$ cat src/spq_pkg.sv
// Shared types and constants for the sorted priority queue.
`default_nettype none
package spq_pkg;

	localparam int DATA_W = 32;
	localparam int CNT_W  = 7;

	// Value reported as head when the queue holds nothing.
	localparam logic [DATA_W-1:0] INT_MIN = {1'b1, {(DATA_W-1){1'b0}}};

	// Operation codes carried in the input word.
	typedef enum logic {
		OP_ENQUEUE = 1'b0,
		OP_DEQUEUE = 1'b1
	} op_t;

	// One stored slot.
	typedef struct packed {
		logic [DATA_W-1:0] value;
		logic [DATA_W-1:0] prio;
	} entry_t;

	// What a cell hands to its right-hand neighbor.
	typedef struct packed {
		entry_t entry;
		logic   stay;
	} link_t;

	// Command broadcast to every cell.
	typedef struct packed {
		logic   enq;
		logic   deq;
		entry_t item;
	} cmd_t;

endpackage
`default_nettype wire

$ cat src/spq_cell.sv
// One slot of the sorted chain: holds an entry, shifts right on insert, left on removal.
`default_nettype none
module spq_cell #(
	parameter bit IS_HEAD = 1'b0
) (
	input  wire logic           clk,
	input  wire spq_pkg::cmd_t  cmd,
	input  wire logic           used,
	input  wire spq_pkg::link_t left,
	input  wire spq_pkg::entry_t right,
	output spq_pkg::link_t      link,
	output spq_pkg::entry_t     nxt,
	output logic                hit
);
	import spq_pkg::*;

	entry_t entry_q;
	logic   ahead;

	// New item ranks behind this slot (head keeps its place on ties)
	always_comb begin
		if (IS_HEAD) begin
			ahead = !($signed(cmd.item.prio) > $signed(entry_q.prio));
		end else begin
			ahead = $signed(cmd.item.prio) < $signed(entry_q.prio);
		end
	end

	assign link.stay  = used && ahead;
	assign link.entry = entry_q;

	// Insert lands here when everything to the left stays and this slot does not
	assign hit = cmd.enq && left.stay && !link.stay;

	// Next slot contents
	always_comb begin
		nxt = entry_q;
		if (cmd.enq) begin
			if (link.stay) begin
				nxt = entry_q;
			end else if (left.stay) begin
				nxt = cmd.item;
			end else begin
				nxt = left.entry;
			end
		end else if (cmd.deq) begin
			nxt = right;
		end
	end

	always_ff @(posedge clk) begin
		entry_q <= nxt;
	end

endmodule
`default_nettype wire

$ cat config.mk
export PLATFORM = sky130hd
export DESIGN_NAME = spq_cell
export DESIGN_NICKNAME = d
export VERILOG_FILES = /design/src/spq_pkg.sv /design/src/spq_cell.sv
export SDC_FILE = /design/constraint.sdc
export NUM_CORES = 1
export LEC_CHECK = 0
export ABC_CLOCK_PERIOD_IN_PS = 7300
export BUFFER_PORTS_ARGS = -buffer_cell sky130_fd_sc_hd__clkbuf_2
export CAP_MARGIN = 5
export CORE_AREA = 2 2 128 130
export CTS_BUF_LIST = sky130_fd_sc_hd__clkbuf_16
export CTS_CLUSTER_SIZE = 8
export DETAILED_ROUTE_END_ITERATION = 10
export DIE_AREA = 0 0 130 132
export GPL_ROUTABILITY_DRIVEN = 0
export GPL_TIMING_DRIVEN = 0
export PLACE_DENSITY = 0.63
export SLEW_MARGIN = 20
export SYNTH_ARGS = -nofsm -noshare
export SYNTH_HDL_FRONTEND = slang
export SYNTH_SLANG_ARGS = --single-unit
$ cat constraint.sdc
create_clock -name clk -period 7.3 [get_ports clk]
set_input_delay 0.73 -clock clk [delete_from_list [all_inputs] [get_ports clk]]
set_output_delay 0.73 -clock clk [all_outputs]
set_load 0.005 [all_outputs]
==> results.sh, run 1 <==
export IMPL_cap_violations=0
export IMPL_antenna_found_initial=1
export IMPL_seq_area_frac_synth_pct=29.8
export IMPL_vias=4779
export IMPL_largest_reg_flops=64
export IMPL_synthSimpleGateAreaFrac_pct=8.41
export IMPL_cp_top_family="compound AO/OA/AOI/OAI gates"
export IMPL_die_x_um=130
export IMPL_synth_top_area_cell="dfxtp_1"
export IMPL_design_die_area_um2=17200
export IMPL_worstHoldEndpoint="link[63]"
export IMPL_vias_per_cell=4.80
export IMPL_dpl_hpwl_um=13500
export IMPL_rsz0062_at_grt="no"
export IMPL_reg2reg_to="link[27]"
export IMPL_drive_gt1_share_pct=57.8
export IMPL_track_usage_pct=18.3
export IMPL_synth_area_per_cell_um2=9.77
export IMPL_design_area_um2=6500
export IMPL_htreeDepth=3
export IMPL_cts_sinks=64
export IMPL_start_util_pct=27.4
export IMPL_cts_tree="done"
export IMPL_min_path_type="reg2reg"
export IMPL_drt_first_pass_iters=4
export IMPL_cts_resized=0
export IMPL_muxShareOfSynthArea_pct=24.0
export IMPL_grt_max_degree=11
export IMPL_drcViolationCount=0
export IMPL_finClkSkew_ps=9.05
export IMPL_cp_required_ps=6570
export IMPL_crit_arrival_ps=3530
export IMPL_r2r_start="link[16]"
export IMPL_hold_start="link[63]"
export IMPL_synth_top_area_share_pct=29.8
export IMPL_synth_top_family_by_area="multiplexers"
export IMPL_synth_xor_area_share_pct=0
export IMPL_fmax_mhz=235
export IMPL_reg2reg_depth=10
export IMPL_power_leakage_nw=3.34
export IMPL_finalHoldViolCount=0
export IMPL_antenna_cells=0
export IMPL_drt_iter0_markers=153
export IMPL_ys_ff_latch=64
export IMPL_cp_cell_sequence="clkbuf_2, ha_1, a21oi_2, nand2_1, a221o_1, or3_1, nand4b_1, o21a_1, buf_2, o221a_1, clkbuf_2"
export IMPL_grt_pass1_vias=4697
export IMPL_io_pins=327
export IMPL_relSlewSlack_pct=49.5
export IMPL_placed_area_um2=6190
export IMPL_holdBufCountCts=0
export IMPL_setup_worst_path_end_class="output pin"
export IMPL_drt_total_wl_um=16400
export IMPL_finalSetupTns_ps=0
export IMPL_crit_type="in2out"
export IMPL_worst_pin_slew_ps=758
export IMPL_io_buffer_count=324
export IMPL_synthToLayoutAreaGrowth_pct=51.1
export IMPL_clock_latency_ps=330
export IMPL_r2r_setup_slack_ps=4250
export IMPL_ir_drop_uv=115
export IMPL_slew_violations=0
export IMPL_grt_overflow=0
export IMPL_ant_nets=0
export IMPL_cts_root_buf="clkbuf_16"
export IMPL_critPathLaunchType="input port"
export IMPL_status="complete, no violations"
export IMPL_hold_depth=1
export IMPL_grt_pass1_wl_um=24600
export IMPL_setup_violations=0
export IMPL_ys_warnings_count=0
export IMPL_p_per_area_nw_per_um2=230
export IMPL_clockBufferDepth=2
export IMPL_core_um2=15700
export IMPL_postCtsSetupBuffers=0
export IMPL_numCtsBuffers=9
export IMPL_synthAdderAreaFrac_pct=9.02
export IMPL_synthCells=440
export IMPL_slowest_stage="or3_1"
export IMPL_nets=1003
export IMPL_syn_nets=668
export IMPL_crit_top_cell="clkbuf_2"
export IMPL_worst_path_max_fanout=10
export IMPL_fp_dieH_um=132
export IMPL_rows=46
export IMPL_cpPeakStageDelay_ps=420
export IMPL_synth_compound_area_share_pct=21.8
export IMPL_synth_cell_type_count=39
export IMPL_wl_per_cell_um=16.4
export IMPL_fin_crit_ps=4260
export IMPL_path_clk_slew_ps=50
export IMPL_period_share_pct=58.3
export IMPL_critPathBufInv=3
export IMPL_netlist_area_um2=4300
export IMPL_ys_top_cells_by_area="dfxtp_1, mux2_2, ha_1"
[power by group]
group          internal (mW)  switching [mW]
clock                  0.293           0.154
sequential             0.424          0.0548
combinational          0.289           0.282
total                   1.01           0.491
[cell type report]
class,instances,area (um2)
Tap cell,216,270
Clock buffer,9,225
Sequential cell,64,1280
Buffer,34,181
Inverter,32,120
Timing Repair Buffer,324,1620
Fill cell,1657,9220
Clock inverter,7,80.1
Multi-Input combinational cell,310,2720
[worst max path at each step]
stage               endpoint    start  depth (start not counted)  slack [ps]
detailed placement   nxt[26]  cmd[15]                         11        2980
global placement     nxt[26]  cmd[15]                         11        2950
CTS                  nxt[26]  cmd[15]                         11        2980
floorplan            nxt[10]  cmd[30]                         10        3780
global route         nxt[26]  cmd[15]                         11        2820
finish                nxt[5]  cmd[30]                         11        3040
[cell usage after synthesis (all sizes together)]
master	n
mux2i	31
a21bo	1
a221o	1
nor2	3
a211oi	1
o2bb2ai	1
o31ai	1
and3	1
nor2b	1
or3	1
mux2	64
nand2b	2
a21o	2
nand3	3
o211ai	1
clkbuf	20
o221a	33
nand4b	1
ha	31
o21a	3
or2	33
nor4	1
or4	1
nand2	7
a31oi	31
buf	14
o21ai	3
o22ai	31
inv	32
dfxtp	64
a21oi	12
nor3	1
nand4	7
o221ai	1
[per-stage QoR]
step	power (mW)	setup WS, ps	utilization, %	hold WS, ps	std cells
after CTS	1.52	2980	41.3	580	996
final	1.50	3040	41.3	588	996
after detailed placement	1.06	2980	39.4	568	980
after global routing	1.60	2820	41.3	606	996
after floorplan	0.775	3780	-	576	440
after global placement	1.06	2950	39.4	550	980
[cell families (layout without fill, tap and decap cells)]
kind of cell | count (synthesis) | in the layout
compound gates | 122 | 122
fa+ha+maj | 31 | 31
buf+inv | 66 | 406
flops | 64 | 64
mux | 95 | 95
simple gates | 62 | 62
[metal layers]
| metal | vias up | global-route usage, % | part of all wire [%] |
|---|---|---|---|
| li1 | 2367 | - | - |
| met1 | 2210 | 22.1 | 43 |
| met5 | - | 0 | 0.079 |
| met3 | 17 | 4.46 | 6.3 |
| met4 | 2 | 4.96 | 1.5 |
| met2 | 183 | 32.0 | 50 |
[cells in the final DEF, fill, tap and decap left out, drive strengths merged]
cell type,count
clkbuf,353
mux2,64
dfxtp,64
inv,35
or2,33
o221a,33
mux2i,31
o22ai,31
a31oi,31
ha,31
buf,14
a21oi,12
nand4,7
nand2,7
nor2,3
o21a,3
nand3,3
o21ai,3
nand2b,2
a21o,2
bufinv,2
clkinv,2
o221ai,1
or4,1
o211ai,1
a211oi,1
nor4,1
o31ai,1
a221o,1
nor3,1
o2bb2ai,1
or3,1
and3,1
nand4b,1
a21bo,1
nor2b,1
[worst reg2reg max path, stage by stage (launching register included)]
cell      delay [ps]
dfxtp_1          360
inv_1             60
ha_1             310
nand4_1          180
or4_1            580
a21oi_1          140
o31ai_1          120
nand4b_1         300
o21a_1           360
buf_2            310
o221a_1          270
(Power assumes the default switching activity.)
==> inputs of run 2 (changes only) <==
--- a/config.mk
+++ b/config.mk
@@ -5,7 +5,8 @@
 export SDC_FILE = /design/constraint.sdc
 export NUM_CORES = 1
 export LEC_CHECK = 0
-export ABC_CLOCK_PERIOD_IN_PS = 7300
+export ABC_AREA = 1
+export ABC_CLOCK_PERIOD_IN_PS = 3600
 export BUFFER_PORTS_ARGS = -buffer_cell sky130_fd_sc_hd__clkbuf_2
 export CAP_MARGIN = 5
 export CORE_AREA = 2 2 128 130
@@ -15,7 +16,7 @@
 export DIE_AREA = 0 0 130 132
 export GPL_ROUTABILITY_DRIVEN = 0
 export GPL_TIMING_DRIVEN = 0
-export PLACE_DENSITY = 0.63
+export PLACE_DENSITY = 0.71
 export SLEW_MARGIN = 20
 export SYNTH_ARGS = -nofsm -noshare
 export SYNTH_HDL_FRONTEND = slang
==> constraint.sdc (replaced) <==
create_clock -name clk -period 3.6 [get_ports clk]
set_input_delay 0.36 -clock clk [delete_from_list [all_inputs] [get_ports clk]]
set_output_delay 0.36 -clock clk [all_outputs]
set_load 0.005 [all_outputs]
==> results.sh, run 2 <==
export IMPL_cts_tree="done"
export IMPL_htreeDepth=3
export IMPL_worst_path_max_fanout=10
export IMPL_ys_ff_latch=64
export IMPL_layout_setup_ws_ps=492
export IMPL_rsz0062_at_grt="no"
export IMPL_fin_crit_ps=3110
export IMPL_ys_warnings_count=0
export IMPL_setup_violations=0
export IMPL_multiInputGateArea_um2=3180
export IMPL_netlist_area_um2=5060
export IMPL_seq_area_frac_synth_pct=25.3
export IMPL_drt_iter0_markers=421
export IMPL_rows=46
export IMPL_synth_edf_count=0
export IMPL_holdBufCountCts=0
export IMPL_die_x_um=130
export IMPL_numCtsBuffers=9
export IMPL_seq_area_um2=1280
export IMPL_fp_dieH_um=132
export IMPL_clock_latency_ps=340
export IMPL_synthCells=747
export IMPL_design_area_um2=7230
export IMPL_synthToLayoutAreaGrowth_pct=42.9
export IMPL_period_share_pct=86.3
export IMPL_grt_max_degree=11
export IMPL_relSlewSlack_pct=41.5
export IMPL_slew_violations=0
export IMPL_vias_per_cell=5.06
export IMPL_grt_pass1_vias=6277
export IMPL_synth_top_area_cell="dfxtp_1"
export IMPL_cts_sinks=64
export IMPL_nets=1310
export IMPL_place_ws_ps=738
export IMPL_drive_gt1_share_pct=33.8
export IMPL_finalSetupTns_ps=0
export IMPL_drt_first_pass_iters=5
export IMPL_synth_commonest_cells="nand2_1, a21oi_1, inv_1"
export IMPL_n_fill_cell=1678
export IMPL_antenna_cells=0
export IMPL_postCtsSetupBuffers=0
export IMPL_cap_violations=0
export IMPL_grt_overflow=0
export IMPL_placed_area_um2=6950
export IMPL_crit_type="reg2out"
export IMPL_fmax_mhz=322
export IMPL_io_buffer_count=324
export IMPL_status="complete, no violations"
export IMPL_finClkSkew_ps=9.75
export IMPL_holdWs_ps=256
export IMPL_layout_commonest_cell="clkbuf_2"
export IMPL_synth_cell_type_count=20
export IMPL_power_leakage_nw=4.14
export IMPL_most_common_layout_cells="clkbuf_2, nand2_1, a21oi_1"
export IMPL_largest_reg_flops=64
export IMPL_synth_most_common_cell="nand2_1"
export IMPL_synth_ff_type="dfxtp_1"
export IMPL_cts_root_buf="clkbuf_16"
export IMPL_cp_required_ps=3240
export IMPL_worst_pin_slew_ps=877
export IMPL_ys_top_cells_by_area="dfxtp_1, mux2i_1, nand2_1"
export IMPL_vias=6593
export IMPL_setup_worst_path_end_class="output pin"
export IMPL_ant_nets=0
export IMPL_core_um2=15700
export IMPL_drcViolationCount=0
export IMPL_synth_top_area_share_pct=25.3
export IMPL_syn_nets=975
export IMPL_design_die_area_um2=17200
export IMPL_wl_per_cell_um=15.9
export IMPL_path_clk_slew_ps=60
export IMPL_drt_total_wl_um=20700
export IMPL_cts_resized=0
export IMPL_track_usage_pct=23.4
export IMPL_crit_arrival_ps=2750
export IMPL_ir_drop_uv=246
export IMPL_finalHoldViolCount=0
export IMPL_critPathLaunchType="flop"
export IMPL_antenna_found_initial=0
export IMPL_dpl_hpwl_um=16300
export IMPL_clockBufferDepth=2
export IMPL_start_util_pct=32.2
export IMPL_io_pins=327
export IMPL_min_path_type="in2reg"
export IMPL_synthArstFlopShare_pct=0
export IMPL_synth_area_per_cell_um2=6.77
export IMPL_grt_pass1_wl_um=32000
export IMPL_p_per_area_nw_per_um2=441
==> run 2: changes by cell type after synthesis, moves of 33 or more <==
cell	before	now
nand2_1	7	157
or2_2	33	0
nand4_1	7	66
nand3_1	3	67
mux2_2	64	0
a21oi_1	11	78
inv_1	32	74
o21ai_0	2	68
==> run 2: critical path, cell delays in order, from the launching register on <==
cell and delay, ps:
dfxtp_1 320, inv_1 70, ha_1 350, nand2_1 90, nor2_1 130, nand4_1 160
nor4_2 170, nand2_1 110, nand3_2 90, buf_4 220, buf_2 250, nand4_1 110
nand3_1 100, nand2_1 110, clkbuf_2 140
==> run 2: routing by layer <==
| layer | global-route usage [%] | vias to the layer above | share of wire (%) |
|---|---|---|---|
| li1 | - | 3251 | - |
| met1 | 29.0 | 2997 | 41 |
| met2 | 39.4 | 308 | 48 |
| met3 | 5.36 | 37 | 7.6 |
| met4 | 8.12 | 0 | 2.6 |
| met5 | 0 | - | 0 |
==> run 2: logic make-up (layout without fill, tap and decap cells) <==
logic type / Yosys count / in the layout / share of synthesized area, %
adders and majority gates: 31 / 31 / 7.67
buffers and inverters: 138 / 478 / 11.9
AOI/OAI and AO/OA: 150 / 150 / 15.0
and+or+nand+nor: 301 / 301 / 27.7
DFF: 64 / 64 / 25.3
muxes: 63 / 63 / 12.5
==> run 2: worst paths after layout <==
kind             start  slack [ps]       end  cells after the start
max reg2reg   link[32]        1190  link[57]                     13
min          right[35]         260  link[36]                      3
max           link[32]         490   nxt[56]                     14
min reg2reg   link[49]         610  link[49]                      4
==> run 2: per-stage QoR <==
stage          std cells  total power, mW  util (%)
5_1_grt             1303             3.42      46.0
4_1_cts             1303             3.20      46.0
2_1_floorplan        747             1.72         -
3_3_place_gp        1287             2.32      44.2
6_report            1303             3.19      46.0
3_5_place_dp        1287             2.33      44.2
==> run 2: layout make-up <==
| type | count | area share [%] |
|---|---|---|
| multi-input combinational | 545 | 43.9 |
| clock buffer | 9 | 3.11 |
| sequential | 64 | 17.7 |
| tap | 216 | 3.74 |
| timing repair buffer | 324 | 22.4 |
| inverter | 74 | 3.84 |
| buffer | 64 | 4.46 |
| clock inverter | 7 | 0.761 |
==> run 2: power by group <==
| part | switching (mW) | internal [mW] |
|---|---|---|
| sequential | 0.0658 | 0.839 |
| combinational | 0.837 | 0.584 |
| clock | 0.341 | 0.524 |
==> inputs of run 3 (changes only) <==
--- a/config.mk
+++ b/config.mk
@@ -6,8 +6,8 @@
 export NUM_CORES = 1
 export LEC_CHECK = 0
 export ABC_AREA = 1
-export ABC_CLOCK_PERIOD_IN_PS = 3600
-export BUFFER_PORTS_ARGS = -buffer_cell sky130_fd_sc_hd__clkbuf_2
+export ABC_CLOCK_PERIOD_IN_PS = 2900
+export BUFFER_PORTS_ARGS = -buffer_cell sky130_fd_sc_hd__buf_2
 export CAP_MARGIN = 5
 export CORE_AREA = 2 2 128 130
 export CTS_BUF_LIST = sky130_fd_sc_hd__clkbuf_16
@@ -16,7 +16,7 @@
 export DIE_AREA = 0 0 130 132
 export GPL_ROUTABILITY_DRIVEN = 0
 export GPL_TIMING_DRIVEN = 0
-export PLACE_DENSITY = 0.71
+export PLACE_DENSITY = 0.76
 export SLEW_MARGIN = 20
 export SYNTH_ARGS = -nofsm -noshare
 export SYNTH_HDL_FRONTEND = slang
==> constraint.sdc (replaced) <==
create_clock -name clk -period 2.9 [get_ports clk]
set_input_delay 0.29 -clock clk [delete_from_list [all_inputs] [get_ports clk]]
set_output_delay 0.29 -clock clk [all_outputs]
set_load 0.005 [all_outputs]
==> results.sh, run 3 (synthesized netlist as in run 2, its figures left out) <==
export IMPL_relSlewSlack_pct=39.2
export IMPL_crit_top_cell="nand2_2"
export IMPL_io_buffer_count=324
export IMPL_die_x_um=130
export IMPL_p_per_area_nw_per_um2=538
export IMPL_violations="setup timing"
export IMPL_cpPeakStageDelay_ps=350
export IMPL_seq_area_um2=1290
export IMPL_r2r_setup_slack_ps=400
export IMPL_vias_per_cell=5.21
export IMPL_clock_latency_ps=340
export IMPL_cp_endpoint="nxt[47]"
export IMPL_cp_required_ps=2610
export IMPL_n_fill_cell=1489
export IMPL_finClkSkew_ps=7.44
export IMPL_layout_setup_ws_ps=-122
export IMPL_placed_area_um2=6950
export IMPL_total_power_mw=4.51
export IMPL_post_route_util_pct=53.3
export IMPL_setup_violations=65
export IMPL_dr_wl_met2_um=11900
export IMPL_ir_drop_uv=287
export IMPL_drcViolationCount=0
export IMPL_met1_length_um=9300
export IMPL_fin_crit_ps=3020
export IMPL_reg2reg_depth=16
export IMPL_status="complete, but fails checks"
export IMPL_min_path_type="in2reg"
export IMPL_rows=46
export IMPL_cts_sinks=64
export IMPL_numCtsBuffers=9
export IMPL_core_um2=15700
export IMPL_synthToLayoutAreaGrowth_pct=65.7
export IMPL_dpl_hpwl_um=16300
export IMPL_top_layer="met4"
export IMPL_htreeDepth=3
export IMPL_cts_tree="done"
export IMPL_grt_pass1_vias=6184
export IMPL_cp_cell_sequence="inv_2, ha_1, nand2_1, inv_1, nand4_1, nor4_2, nand2_2, nand2_2, nand2_4, nand3_4, clkbuf_16, buf_8, nand2_1, nand3_2, nand2_2, buf_2"
export IMPL_multiInputGateArea_um2=3860
export IMPL_reg2reg_to="link[48]"
export IMPL_crit_path_start="link[27]"
export IMPL_wl_met3_um=1630
export IMPL_io_pins=327
export IMPL_power_leakage_nw=4.45
export IMPL_holdWs_ps=182
export IMPL_antenna_found_initial=1
export IMPL_wl_per_cell_um=17.7
export IMPL_ant_nets=0
export IMPL_drt_iter0_markers=413
export IMPL_drt_total_wl_um=23400
export IMPL_period_share_pct=104
export IMPL_vias=6891
export IMPL_drive_gt1_share_pct=49.1
export IMPL_critPathLaunchType="flop"
export IMPL_cts_root_buf="clkbuf_16"
export IMPL_worst_pin_slew_ps=912
export IMPL_grt_overflow=0
export IMPL_design_area_um2=8380
export IMPL_largest_reg_flops=64
export IMPL_slowest_stage="dfxtp_1"
export IMPL_nets=1329
export IMPL_worst_path_max_fanout=5
export IMPL_slew_violations=0
export IMPL_cap_violations=0
export IMPL_crit_arrival_ps=2730
export IMPL_crit_type="reg2out"
export IMPL_most_common_layout_cells="buf_2, a21oi_1, nand2_2"
export IMPL_r2r_start="link[27]"
export IMPL_rsz0062_at_grt="yes"
export IMPL_design_die_area_um2=17200
export IMPL_clockBufferDepth=2
export IMPL_start_util_pct=32.2
export IMPL_track_usage_pct=23.2
export IMPL_layout_commonest_cell="buf_2"
export IMPL_finalHoldViolCount=0
export IMPL_grt_max_degree=11
export IMPL_fp_dieH_um=132
export IMPL_path_clk_slew_ps=60
export IMPL_drt_first_pass_iters=5
export IMPL_fmax_mhz=331
export IMPL_grt_pass1_wl_um=31500
export IMPL_setup_worst_path_end_class="output pin"
-- run 3: changes by cell type in the layout (fill, tap and decap cells not counted), sizes merged --
cell / change
buf: +335
bufinv: -1
clkbuf: -316
clkinvlp: +1
diode: +1
-- run 3: final cells by class --
type | instances | share of cell area (%)
antenna | 1 | 0.0299
buffer | 64 | 5.08
clock buffer | 9 | 2.69
clock inverter | 7 | 0.373
inverter | 74 | 3.34
multi-input combinational | 545 | 46.1
sequential | 64 | 15.4
tap | 216 | 3.22
timing repair buffer | 343 | 23.8
-- run 3: worst min-delay path by stage --
stage               cells after the start  slack, ps        to       from
finish                                  3        180  link[18]  right[17]
floorplan                               2        460  link[10]   right[9]
detailed placement                      3        530  link[18]  right[17]
global placement                        3        520  link[36]  right[35]
global route                            3        190  link[18]  right[17]
CTS                                     3        170  link[18]  right[17]
-- run 3: metrics by stage --
step / worst slack, ps / std cells / setup TNS, ps
global placement: 151 / 1287 / 0
detailed placement: 147 / 1287 / 0
floorplan: 710 / 747 / 0
global route: -299 / 1323 / -17240
CTS: 0.422 / 1305 / 0
finish: -122 / 1323 / -4970
-- run 3: layer usage --
layer	global-route usage, %	vias up
met5	0	-
met4	8.42	0
met3	4.14	46
met2	40.3	389
met1	28.4	3166
li1	-	3290
-- run 3: worst max-delay path, delay by kind of cell (launching register included) --
family	cells	cell delay [ps]
flip-flops	1	350
adder cells (fa/ha/maj)	1	280
buffers and inverters	5	560
AND/OR/NAND/NOR	10	1190
-- run 3: what timing repair did --
| item | 4_1_cts | 5_1_grt |
|---|---|---|
| buffers inserted | 2 | 9 |
| hold buffers | 0 | 0 |
| pin swaps | 1 | 30 |
| gates cloned | 0 | 8 |
| setup endpoints to repair | 61 | 66 |
| resized for setup | 21 | 212 |
-- run 3: power by group --
group | total, mW | switching [mW] | internal [mW]
sequential | 1.13 | 0.0849 | 1.04
combinational | 2.39 | 1.30 | 1.09
clock | 0.986 | 0.424 | 0.562
